==> src/rtl/vilr_pkg.sv <==
`timescale 1ns / 1ps
`default_nettype none

package vilr_pkg;

   localparam int MAX_ENTRIES = 16;
   localparam int IDX_W       = $clog2(MAX_ENTRIES);
   localparam int CNT_W       = 5;
   localparam int ID_W        = 10;
   localparam int WORD_W      = 63;
   localparam int SGI_LIMIT   = 16;

   // bit positions of the list word
   localparam int PID_LSB     = 32;
   localparam int GROUP_BIT   = 60;
   localparam int HW_BIT      = 61;
   localparam int PENDING_BIT = 62;

   localparam logic [1:0] MODE_INJECT = 2'd0;
   localparam logic [1:0] MODE_TAKE   = 2'd1;
   localparam logic [1:0] MODE_CLEAR  = 2'd2;

   localparam logic [1:0] STATUS_OK         = 2'd0;
   localparam logic [1:0] STATUS_DUPLICATE  = 2'd1;
   localparam logic [1:0] STATUS_NO_EMPTY   = 2'd2;
   localparam logic [1:0] STATUS_NO_PENDING = 2'd3;

   typedef enum logic [1:0] {
      ST_IDLE,
      ST_SCAN,
      ST_FINISH,
      ST_RESP
   } state_type;

   // write side of the entry table
   typedef struct packed {
      logic              fill;
      logic              drop;
      logic              clear_all;
      logic [IDX_W-1:0]  idx;
      logic [ID_W-1:0]   id;
   } tbl_ctrl_type;

endpackage

`default_nettype wire

==> src/rtl/vilr_entry_table.sv <==
`timescale 1ns / 1ps
`default_nettype none

module vilr_entry_table (
   input  wire logic                        clock,
   input  wire logic                        reset,
   input  wire vilr_pkg::tbl_ctrl_type      ctrl,
   input  wire logic [vilr_pkg::IDX_W-1:0]  rd_idx,
   input  wire logic [vilr_pkg::CNT_W-1:0]  scan_n,
   output logic                             rd_valid,
   output logic [vilr_pkg::ID_W-1:0]        rd_id,
   output logic                             any_pending
);

   logic [vilr_pkg::MAX_ENTRIES-1:0] valid_ff;
   logic [vilr_pkg::MAX_ENTRIES-1:0] valid_in;
   logic [vilr_pkg::ID_W-1:0]        id_ff [vilr_pkg::MAX_ENTRIES];

   // update valid flags: clear all, fill or drop one entry
   always_comb begin
      valid_in = valid_ff;
      if (ctrl.clear_all) begin
         valid_in = '0;
      end else if (ctrl.fill) begin
         valid_in[ctrl.idx] = 1'b1;
      end else if (ctrl.drop) begin
         valid_in[ctrl.idx] = 1'b0;
      end
   end

   always_ff @(posedge clock) begin
      if (reset) begin
         valid_ff <= '0;
      end else begin
         valid_ff <= valid_in;
      end
   end

   // store the interrupt number of a filled entry
   always_ff @(posedge clock) begin
      if (ctrl.fill) begin
         id_ff[ctrl.idx] <= ctrl.id;
      end
   end

   // read the entry under the scan pointer
   assign rd_valid = valid_ff[rd_idx];
   assign rd_id    = id_ff[rd_idx];

   // flag any occupied entry among the scanned ones
   always_comb begin
      any_pending = 1'b0;
      for (int i = 0; i < vilr_pkg::MAX_ENTRIES; i++) begin
         if (valid_ff[i] && (vilr_pkg::CNT_W'(i) < scan_n)) begin
            any_pending = 1'b1;
         end
      end
   end

endmodule

`default_nettype wire

==> src/rtl/virtual_irq_list_register_manager_unit.sv <==
`timescale 1ns / 1ps
`default_nettype none
// Inject scans all n = entries_in_use entries, one per cycle, through a single
// ID comparator. Take stops at the first occupied entry; clear-all and unused
// modes skip the scan. A new request is taken only once the previous response
// has been accepted.
// Reset (synchronous): all entries empty, entries_in_use = 16, no response pending.
module virtual_irq_list_register_manager_unit (
   input  wire logic                         clock,
   input  wire logic                         reset,
   input  wire logic                         req_valid,
   output logic                              req_ready,
   input  wire logic [1:0]                   req_mode,
   input  wire logic [vilr_pkg::ID_W-1:0]    req_irq_id,
   output logic                              rsp_valid,
   input  wire logic                         rsp_ready,
   output logic [1:0]                        rsp_status,
   output logic [vilr_pkg::IDX_W-1:0]        rsp_slot,
   output logic [vilr_pkg::ID_W-1:0]         rsp_irq_out,
   output logic [vilr_pkg::WORD_W-1:0]       rsp_entry_word,
   output logic                              rsp_any_pending,
   input  wire logic                         csr_valid,
   output logic                              csr_ready,
   input  wire logic [vilr_pkg::CNT_W-1:0]   csr_data
);

   vilr_pkg::state_type              state_ff, state_in;
   logic [vilr_pkg::CNT_W-1:0]       n_ff, n_in;
   logic [1:0]                       mode_ff, mode_in;
   logic [vilr_pkg::ID_W-1:0]        id_ff, id_in;
   logic [vilr_pkg::IDX_W-1:0]       idx_ff, idx_in;
   logic                             found_ff, found_in;
   logic                             dup_ff, dup_in;
   logic                             hit_ff, hit_in;
   logic [vilr_pkg::IDX_W-1:0]       pos_ff, pos_in;
   logic [vilr_pkg::ID_W-1:0]        take_id_ff, take_id_in;
   logic [1:0]                       status_ff, status_in;
   logic [vilr_pkg::IDX_W-1:0]       slot_ff, slot_in;
   logic [vilr_pkg::ID_W-1:0]        irq_ff, irq_in;
   logic [vilr_pkg::WORD_W-1:0]      word_ff, word_in;

   logic                             req_fire;
   logic                             scan_last;
   logic                             needs_scan;
   logic                             rd_valid;
   logic [vilr_pkg::ID_W-1:0]        rd_id;
   logic                             any_pending;
   vilr_pkg::tbl_ctrl_type           tbl_ctrl;

   assign req_fire   = req_valid && req_ready;
   assign scan_last  = (({1'b0, idx_ff} + vilr_pkg::CNT_W'(1)) == n_ff);
   assign needs_scan = ((req_mode == vilr_pkg::MODE_INJECT) ||
                        (req_mode == vilr_pkg::MODE_TAKE)) && (n_ff != '0);

   vilr_entry_table u_table (
      .clock       (clock),
      .reset       (reset),
      .ctrl        (tbl_ctrl),
      .rd_idx      (idx_ff),
      .scan_n      (n_ff),
      .rd_valid    (rd_valid),
      .rd_id       (rd_id),
      .any_pending (any_pending)
   );

   // saturate the entry count on write
   assign csr_ready = 1'b1;
   always_comb begin
      n_in = n_ff;
      if (csr_valid && csr_ready) begin
         n_in = (csr_data > vilr_pkg::CNT_W'(vilr_pkg::MAX_ENTRIES)) ?
                vilr_pkg::CNT_W'(vilr_pkg::MAX_ENTRIES) : csr_data;
      end
   end

   // next state
   always_comb begin
      state_in = state_ff;
      unique case (state_ff)
         vilr_pkg::ST_IDLE: begin
            if (req_fire) begin
               state_in = needs_scan ? vilr_pkg::ST_SCAN : vilr_pkg::ST_FINISH;
            end
         end
         vilr_pkg::ST_SCAN: begin
            if (scan_last || ((mode_ff == vilr_pkg::MODE_TAKE) && rd_valid)) begin
               state_in = vilr_pkg::ST_FINISH;
            end
         end
         vilr_pkg::ST_FINISH: begin
            state_in = vilr_pkg::ST_RESP;
         end
         vilr_pkg::ST_RESP: begin
            if (rsp_ready) begin
               state_in = vilr_pkg::ST_IDLE;
            end
         end
         default: state_in = vilr_pkg::ST_IDLE;
      endcase
   end

   // handshake outputs
   assign req_ready       = (state_ff == vilr_pkg::ST_IDLE);
   assign rsp_valid       = (state_ff == vilr_pkg::ST_RESP);
   assign rsp_status      = status_ff;
   assign rsp_slot        = slot_ff;
   assign rsp_irq_out     = irq_ff;
   assign rsp_entry_word  = word_ff;
   assign rsp_any_pending = any_pending;

   // scan, table update and result composition
   always_comb begin
      mode_in    = mode_ff;
      id_in      = id_ff;
      idx_in     = idx_ff;
      found_in   = found_ff;
      dup_in     = dup_ff;
      hit_in     = hit_ff;
      pos_in     = pos_ff;
      take_id_in = take_id_ff;
      status_in  = status_ff;
      slot_in    = slot_ff;
      irq_in     = irq_ff;
      word_in    = word_ff;
      tbl_ctrl   = '0;
      tbl_ctrl.idx = pos_ff;
      tbl_ctrl.id  = id_ff;
      unique case (state_ff)
         vilr_pkg::ST_IDLE: begin
            if (req_fire) begin
               mode_in  = req_mode;
               id_in    = req_irq_id;
               idx_in   = '0;
               found_in = 1'b0;
               dup_in   = 1'b0;
               hit_in   = 1'b0;
               pos_in   = '0;
            end
         end
         vilr_pkg::ST_SCAN: begin
            idx_in = idx_ff + vilr_pkg::IDX_W'(1);
            if (mode_ff == vilr_pkg::MODE_TAKE) begin
               if (rd_valid) begin
                  hit_in     = 1'b1;
                  pos_in     = idx_ff;
                  take_id_in = rd_id;
               end
            end else if (!rd_valid) begin
               if (!found_ff) begin
                  found_in = 1'b1;
                  pos_in   = idx_ff;
               end
            end else if (rd_id == id_ff) begin
               dup_in = 1'b1;
            end
         end
         vilr_pkg::ST_FINISH: begin
            status_in = vilr_pkg::STATUS_OK;
            slot_in   = '0;
            irq_in    = '0;
            word_in   = '0;
            unique case (mode_ff)
               vilr_pkg::MODE_INJECT: begin
                  if (dup_ff) begin
                     status_in = vilr_pkg::STATUS_DUPLICATE;
                  end else if (!found_ff) begin
                     status_in = vilr_pkg::STATUS_NO_EMPTY;
                  end else begin
                     tbl_ctrl.fill = 1'b1;
                     slot_in = pos_ff;
                     word_in[vilr_pkg::ID_W-1:0]    = id_ff;
                     word_in[vilr_pkg::GROUP_BIT]   = 1'b1;
                     word_in[vilr_pkg::PENDING_BIT] = 1'b1;
                     if (id_ff >= vilr_pkg::ID_W'(vilr_pkg::SGI_LIMIT)) begin
                        word_in[vilr_pkg::HW_BIT] = 1'b1;
                        word_in[vilr_pkg::PID_LSB +: vilr_pkg::ID_W] = id_ff;
                     end
                  end
               end
               vilr_pkg::MODE_TAKE: begin
                  if (hit_ff) begin
                     tbl_ctrl.drop = 1'b1;
                     slot_in = pos_ff;
                     irq_in  = take_id_ff;
                  end else begin
                     status_in = vilr_pkg::STATUS_NO_PENDING;
                  end
               end
               vilr_pkg::MODE_CLEAR: begin
                  tbl_ctrl.clear_all = 1'b1;
               end
               default: begin
               end
            endcase
         end
         vilr_pkg::ST_RESP: begin
         end
         default: begin
         end
      endcase
   end

   always_ff @(posedge clock) begin
      if (reset) begin
         state_ff <= vilr_pkg::ST_IDLE;
         n_ff     <= vilr_pkg::CNT_W'(vilr_pkg::MAX_ENTRIES);
      end else begin
         state_ff <= state_in;
         n_ff     <= n_in;
      end
   end

   always_ff @(posedge clock) begin
      mode_ff    <= mode_in;
      id_ff      <= id_in;
      idx_ff     <= idx_in;
      found_ff   <= found_in;
      dup_ff     <= dup_in;
      hit_ff     <= hit_in;
      pos_ff     <= pos_in;
      take_id_ff <= take_id_in;
      status_ff  <= status_in;
      slot_ff    <= slot_in;
      irq_ff     <= irq_in;
      word_ff    <= word_in;
   end

   // no new request while a response waits
   a_ready_excl: assert property (@(posedge clock) disable iff (reset)
      rsp_valid |-> !req_ready)
      else $error("request accepted while a response is pending");

   // an accepted request makes the block busy
   a_busy: assert property (@(posedge clock) disable iff (reset)
      req_valid && req_ready |=> !req_ready)
      else $error("block still ready after accepting a request");

   // a successful inject always carries the pending bit
   a_inject_word: assert property (@(posedge clock) disable iff (reset)
      rsp_valid && (mode_ff == vilr_pkg::MODE_INJECT) && (rsp_status == vilr_pkg::STATUS_OK)
      |-> rsp_entry_word[vilr_pkg::PENDING_BIT] && rsp_any_pending)
      else $error("inject response without pending entry");

   // nothing pending means no scanned entry is occupied
   a_no_pending: assert property (@(posedge clock) disable iff (reset)
      rsp_valid && (rsp_status == vilr_pkg::STATUS_NO_PENDING) |-> !rsp_any_pending)
      else $error("take found nothing while entries are pending");

endmodule

`default_nettype wire

==> config.mk <==
export PLATFORM = sky130hd
export DESIGN_NAME = virtual_irq_list_register_manager_unit
export DESIGN_NICKNAME = d
export VERILOG_FILES = /design/src/rtl/vilr_pkg.sv /design/src/rtl/vilr_entry_table.sv /design/src/rtl/virtual_irq_list_register_manager_unit.sv
export SDC_FILE = /design/constraint.sdc
export NUM_CORES = 1
export LEC_CHECK = 0
export BUFFER_PORTS_ARGS = -buffer_cell sky130_fd_sc_hd__buf_2
export CORE_ASPECT_RATIO = 1.75
export CORE_MARGIN = 1.5
export CORE_UTILIZATION = 64
export CTS_CLUSTER_SIZE = 12
export DETAILED_ROUTE_END_ITERATION = 8
export PLACE_DENSITY = 0.86
export RECOVER_POWER = 50
export SLEW_MARGIN = 20
export SYNTH_ARGS = -nofsm -noshare
export SYNTH_HDL_FRONTEND = slang
export SYNTH_SLANG_ARGS = --single-unit
==> constraint.sdc <==
create_clock -name clock -period 8.8 [get_ports clock]
set_clock_uncertainty 0.15 [all_clocks]
set_input_delay 2.64 -clock clock [delete_from_list [all_inputs] [get_ports clock]]
set_output_delay 2.64 -clock clock [all_outputs]
set_load 0.02 [all_outputs]
Word level (Yosys, flattened, before mapping)
Memory sizes are Yosys's and may differ from the RTL's. A register that Yosys moved wholly into a read port is not among the register bits.
Index checks and enable logic that the tools add are counted.
- output and inout port bits: 83
- memory bits (writable): 160
- memories kept: 1
- logic and storage cells: 173
- bits in read-only memories: 0
- bits in registers: 95
- bits in latches: 0
- bits of input ports: 22
- memories (name ; words ; width ; read ports ; clocked after Yosys merged registers in ; wr ports ; RTL line ; RTL):
    u_table.id_ff ; 16 ; 10 ; 1 ; 1 ; 1 ; vilr_entry_table.sv:17 ; logic [vilr_pkg::ID_W-1:0] id_ff [vilr_pkg::MAX_ENTRIES];
- add/sub/neg operators: 2
- $lt $le $gt $ge: 21
- divide/modulo/power cells: 0
- shift operators: 0
- multiply operators: 0
- multiplexer cells: 66
- eq/ne operators: 19
- reductions and logical operators: 41
- bitwise operators: 6
- operators with widths (cell ; number):
    $lt A4 B5 Y1 const A ; 8
    $mux W4 ; 9
    $mux W1 ; 35
    $mux W16 ; 2
    $pmux W4 S2 ; 3
    $logic_and A1 B1 Y1 ; 20
    $lt A3 B5 Y1 const A ; 4
    $and A16 B16 Y16 ; 1
    $not A16 Y16 ; 1
    $or A16 B16 Y16 ; 1
    $mux W2 ; 7
    $ne A2 B2 Y1 const B ; 6
    $eq A10 B10 Y1 ; 1
    $ge A10 B5 Y1 const B ; 1
    $lt A1 B5 Y1 const A ; 2
    $lt A2 B5 Y1 const A ; 2
    $lt A4 B5 Y1 const B ; 2
    $reduce_and A5 Y1 ; 2
    $ne A3 B3 Y1 const B ; 3
    $pmux W2 S4 ; 1
    $reduce_and A4 Y1 ; 2
    $eq A2 B1 Y1 const B ; 3
    $eq A2 B2 Y1 const B ; 3
    $logic_not A2 Y1 ; 3
    other kinds (21) ; 33

Longest topological paths before layout
- depth in word-level cells: 18
- gate-level depth with buffers: 9

Cells and area by module
From an unflattened synthesis, not the netlist that was laid out.
- cells, all modules: 648
- area, all modules: 10547.6 um^2
- modules (own cells, without submodules) (module ; times used ; cells an instance ; area an instance (um^2)):
    vilr_entry_table ; 1 ; 387 ; 7021.7
    virtual_irq_list_register_manager_unit ; 1 ; 261 ; 3525.9

Least setup slack after synthesis
Ideal clock, no wire load.
- kind: in2reg
- start point: input port req_valid
- end point: register dup_ff, enable pin
- stages on the path: 7
- slack: 4.507 ns
- setup time: 0.290 ns
- data arrival time: 3.853 ns
- path buffers: 0
- cell sequence: nand2b_1 -> o21ai_1 -> or3_1 -> a21oi_1 -> nand4_1 -> nor4_1 -> a21o_1
- word-level cells in the longest chain between the ends: 3
- ends and longest elaborated chain (what ; RTL line ; RTL):
    start: declaration ; virtual_irq_list_register_manager_unit.sv:11 ; input wire logic req_valid,
    $logic_and A1 B1 Y1 ; virtual_irq_list_register_manager_unit.sv:50 ; assign req_fire = req_valid && req_ready;
    $ne A2 B1 Y1 (no line) ; -- ;
    $reduce_and A5 Y1 (no line) ; -- ;
    end signal: assignment ; virtual_irq_list_register_manager_unit.sv:218 ; dup_ff <= dup_in;
    end: declaration ; virtual_irq_list_register_manager_unit.sv:33 ; logic dup_ff, dup_in;
Every way passes these cells.
A chain may end at the register's enable or synchronous reset.

Worst setup path after layout
- start point: register n_ff[1] (netlist name)
- end point: output port rsp_any_pending
- word-level cells in the longest chain between the ends: 18
- elaborated cells on any way between the ends: 48
- ends and longest elaborated chain (what ; RTL line ; RTL):
    start: declaration ; virtual_irq_list_register_manager_unit.sv:28 ; logic [vilr_pkg::CNT_W-1:0] n_ff, n_in;
    start signal: assignment ; virtual_irq_list_register_manager_unit.sv:206 ; n_ff <= vilr_pkg::CNT_W'(vilr_pkg::MAX_ENTRIES);
    start signal: assignment ; virtual_irq_list_register_manager_unit.sv:209 ; n_ff <= n_in;
    $lt A1 B5 Y1 ; vilr_entry_table.sv:54 ; if (valid_ff[i] && (vilr_pkg::CNT_W'(i) < scan_n)) begin
    $logic_and A1 B1 Y1 ; vilr_entry_table.sv:54 ;
    $mux W1 (15 in a row) ; vilr_entry_table.sv:54 ;
    $mux W1 (*) ; vilr_entry_table.sv:54 ;
    end: declaration ; virtual_irq_list_register_manager_unit.sv:21 ; output logic rsp_any_pending,
Mark *: on every way between the ends. The rest lies on a longest branch, timed or not.

==> flow_metrics.tcl <==
set metrics [dict create \
    status "finished with violations" \
    failed_checks "capacitance limit, slew limit" \
    hold_path.class "reg2reg" \
    gp_congestion 0.896 \
    setup_ws_ns 4.03 \
    irDropWorstVdd_mv 0.266 \
    post_synth_instance_area_mm2 0.0109 \
    swShare_pct 31.0 \
    cts_resized 0 \
    track_usage_pct 28.9 \
    postSynth.asyncResetShare_pct 0 \
    synth_edf_count 231 \
    path_class "reg2out" \
    viasPerCell 6.34 \
    clk_latency_ns 0.53 \
    power_switching_mw 1.08 \
    dieArea_mm2 0.0179 \
    slew_headroom_pct -79.4 \
    start_util_pct 64.8 \
    yosys_warnings 0 \
    final_nets 787 \
    wl_um 24600 \
    finalSetupTns_ns 0 \
    fillers 1045 \
    hold_viol_final 0 \
    place_area_mm2 0.0113 \
    worst_pin_slew_ns 2.69 \
    crit_path_end "rsp_any_pending" \
    endpoint_kind "output port" \
    detail_route.iter0.violations 683 \
    power.share.sequential_pct 47.0 \
    yosys-top-cells-area "edfxtp_1, mux4_2, dfxtp_1" \
    die_width_um 102 \
    cts.sinks 258 \
    hpwlAfterDp_um 15700 \
    synth.mux.area_fraction_pct 11.4 \
    rsz0062_at_grt "no" \
    syn-mean-instance-area_um2 15.8 \
    clk_pin_slew_worst_paths_ns 0.06 \
    synth_common_cells "edfxtp_1, buf_4, a21oi_1" \
    worst_r2r_path_depth 6 \
    drive_above_1_share_pct 16.7 \
    power_frac_comb_pct 24.7 \
    power_density_mw_per_mm2 290 \
    grt_max_degree 46 \
    clockBufferDepth 3 \
    num_antenna_cells 0 \
    worst_ep_arrival_time_ns 1.98 \
    ff2ff_setup_slack_ns 4.15 \
    fin_crit_sh_pct 54.2 \
    min_period_ns 4.77 \
    leakage_nw 4.26 \
    cp_top_family "compound AO/OA/AOI/OAI gates" \
    worstSetupPathDepth 7 \
    synth_compound_area_share_pct 4.84 \
    synth_top_family_by_area "multiplexers" \
    critical-path-max-stage-delay_ns 0.40 \
    register_area_mm2 0.00748 \
    synth-simple-area-share_pct 7.60 \
    post-place-ws_ns 4.14 \
    maxCapViolCount 3 \
    design_area_mm2 0.0120 \
    grt_overflow 0 \
    yosysTopAreaCell "edfxtp_1" \
    syn_inst 694 \
    multiInputGateArea_mm2 0.00303 \
    synth.distinct_cells 55 \
    crit_path_start_kind "flip-flop" \
    cts_tree "built" \
    clock-root-buffer "clkbuf_16" \
    yosysSeqAreaShare_pct 68.4 \
    crit_buf_inv 1 \
    synthAdderAreaFrac_pct 0.572 \
    netlist.area_leader.share_pct 63.4 \
    critPathSlowestCell "dfxtp_1" \
    cts_hold_buf 0 \
    cts_buffers 25 \
    synth_xor_xnor_area_share_pct 1.92 \
    grt_antenna_before_repair 0 \
    startpoint "n_ff[1]" \
    crit_path_frequent_cell "nand3_1" \
    internal_power_mw 2.40 \
    grt_pass1_vias 6475 \
    worstPathRequired_ns 6.01 \
    crit_fanout 9 \
    route.detailed.drc 0 \
    postCtsSetupBuffers 0 \
    pwr-share-clk_pct 28.3 \
    io_buffer_count 63 \
    clock.fmax_mhz 210 \
    path_cells "nor2_1, nand3_1, o21ai_0, a21oi_1, o32ai_1, nand3_1, buf_2" \
    ys_ff_latch 258 \
    design.core.area_mm2 0.0169 \
    antenna_left 0 \
    finalSetupViolCount 0 \
    ys.flop_type "edfxtp_1" \
    rr_endpoint "dup_ff" \
    synth.most_common_cell "edfxtp_1" \
    routed-via-count 6376 \
    io_pins 105 \
    drv_slew 111 \
    area_growth_pct 9.68 \
    htree_levels 1 \
    rows 63 \
    die_h_um 176 \
    grt_pass1_wl_um 37300 \
    dr.pass1.iters 7 \
    wl_per_cell_um 24.4 \
]
cell families after synthesis:
logic type	count (synthesis)
DFF	258
and+or+nand+nor	154
buffers and inverters	99
AOI/OAI and AO/OA	88
muxes	64
xor gates and xnor gates	24
adders and majority gates	5
other	2
stage by stage:
stage	utilization (%)	total power, mW	hold WS (ns)	instances
final	71.1	3.48	0.358	1006
after global routing	71.1	3.61	0.396	1006
after CTS	71.3	3.47	0.354	1006
after detailed placement	67.0	2.49	0.339	960
after global placement	67.0	2.45	0.332	960
after floorplan	-	2.26	0.310	733
state kept, by name (all words and copies together), names as in the netlist, named ones only:
| register | flops |
|---|---|
| dup_ff | 1 |
| found_ff | 1 |
| hit_ff | 1 |
| id_ff | 10 |
| idx_ff | 4 |
| mode_ff | 2 |
| n_ff | 5 |
| pos_ff | 4 |
| rsp_entry_word | 22 |
| rsp_irq_out | 10 |
| rsp_slot | 4 |
| rsp_status | 2 |
| state_ff | 2 |
| take_id_ff | 10 |
| u_table.id_ff | 160 |
power by group through the flow:
stage               sequential (mW)  combinational (mW)  clock, mW
global route                   1.65               0.922       1.04
finish                         1.64               0.860      0.987
CTS                            1.63               0.854      0.993
floorplan                      1.64               0.617          0
global placement               1.64               0.809          0
detailed placement             1.65               0.841          0
routing by layer:
layer / up-vias / part of all wire [%] / global-route usage (%)
met5: - / 0 / 0
met1: 3185 / 33 / 34.7
li1: 2686 / - / -
met2: 417 / 55 / 50.9
met3: 88 / 6.8 / 3.30
met4: 0 / 5.1 / 14.3
cell usage in the layout, fill, tap and decap left out, types with 15 or more instances in the layout:
cell type,count
and2_0,19
mux4_2,34
buf_2,63
conb_1,41
mux2i_1,18
a21oi_1,37
o21ai_0,23
dfxtp_1,26
edfxtp_1,231
inv_1,25
xor2_1,15
clkbuf_1,27
clkbuf_16,25
nor2_1,27
nand2_1,24
and2_1,16
cell type report:
class | count | share of cell area, %
clock buffer | 44 | 5.81
clock inverter | 2 | 0.323
inverter | 25 | 0.782
multi-input combinational | 376 | 25.3
sequential | 258 | 62.4
tap | 227 | 2.37
timing repair buffer | 74 | 3.07
worst register-to-register path: cells and delay by family, from the launching register on:
family / cells / cell delay (ns)
AOI/OAI and AO/OA: 1 / 0.18
DFF: 1 / 0.31
buffers and inverters: 1 / 1.89
and+or+nand+nor: 1 / 0.36
muxes: 2 / 1.29
xor gates and xnor gates: 1 / 0.18
worst min path at each step:
stage | from | end | slack [ns] | depth (start not counted)
global route | flip-flop | flip-flop | 0.40 | 2
finish | flip-flop | flip-flop | 0.36 | 2
CTS | flip-flop | flip-flop | 0.35 | 2
floorplan | flip-flop | flip-flop | 0.31 | 2
global placement | flip-flop | flip-flop | 0.33 | 2
detailed placement | flip-flop | flip-flop | 0.34 | 2
Power figures use the tool's default switching activity.
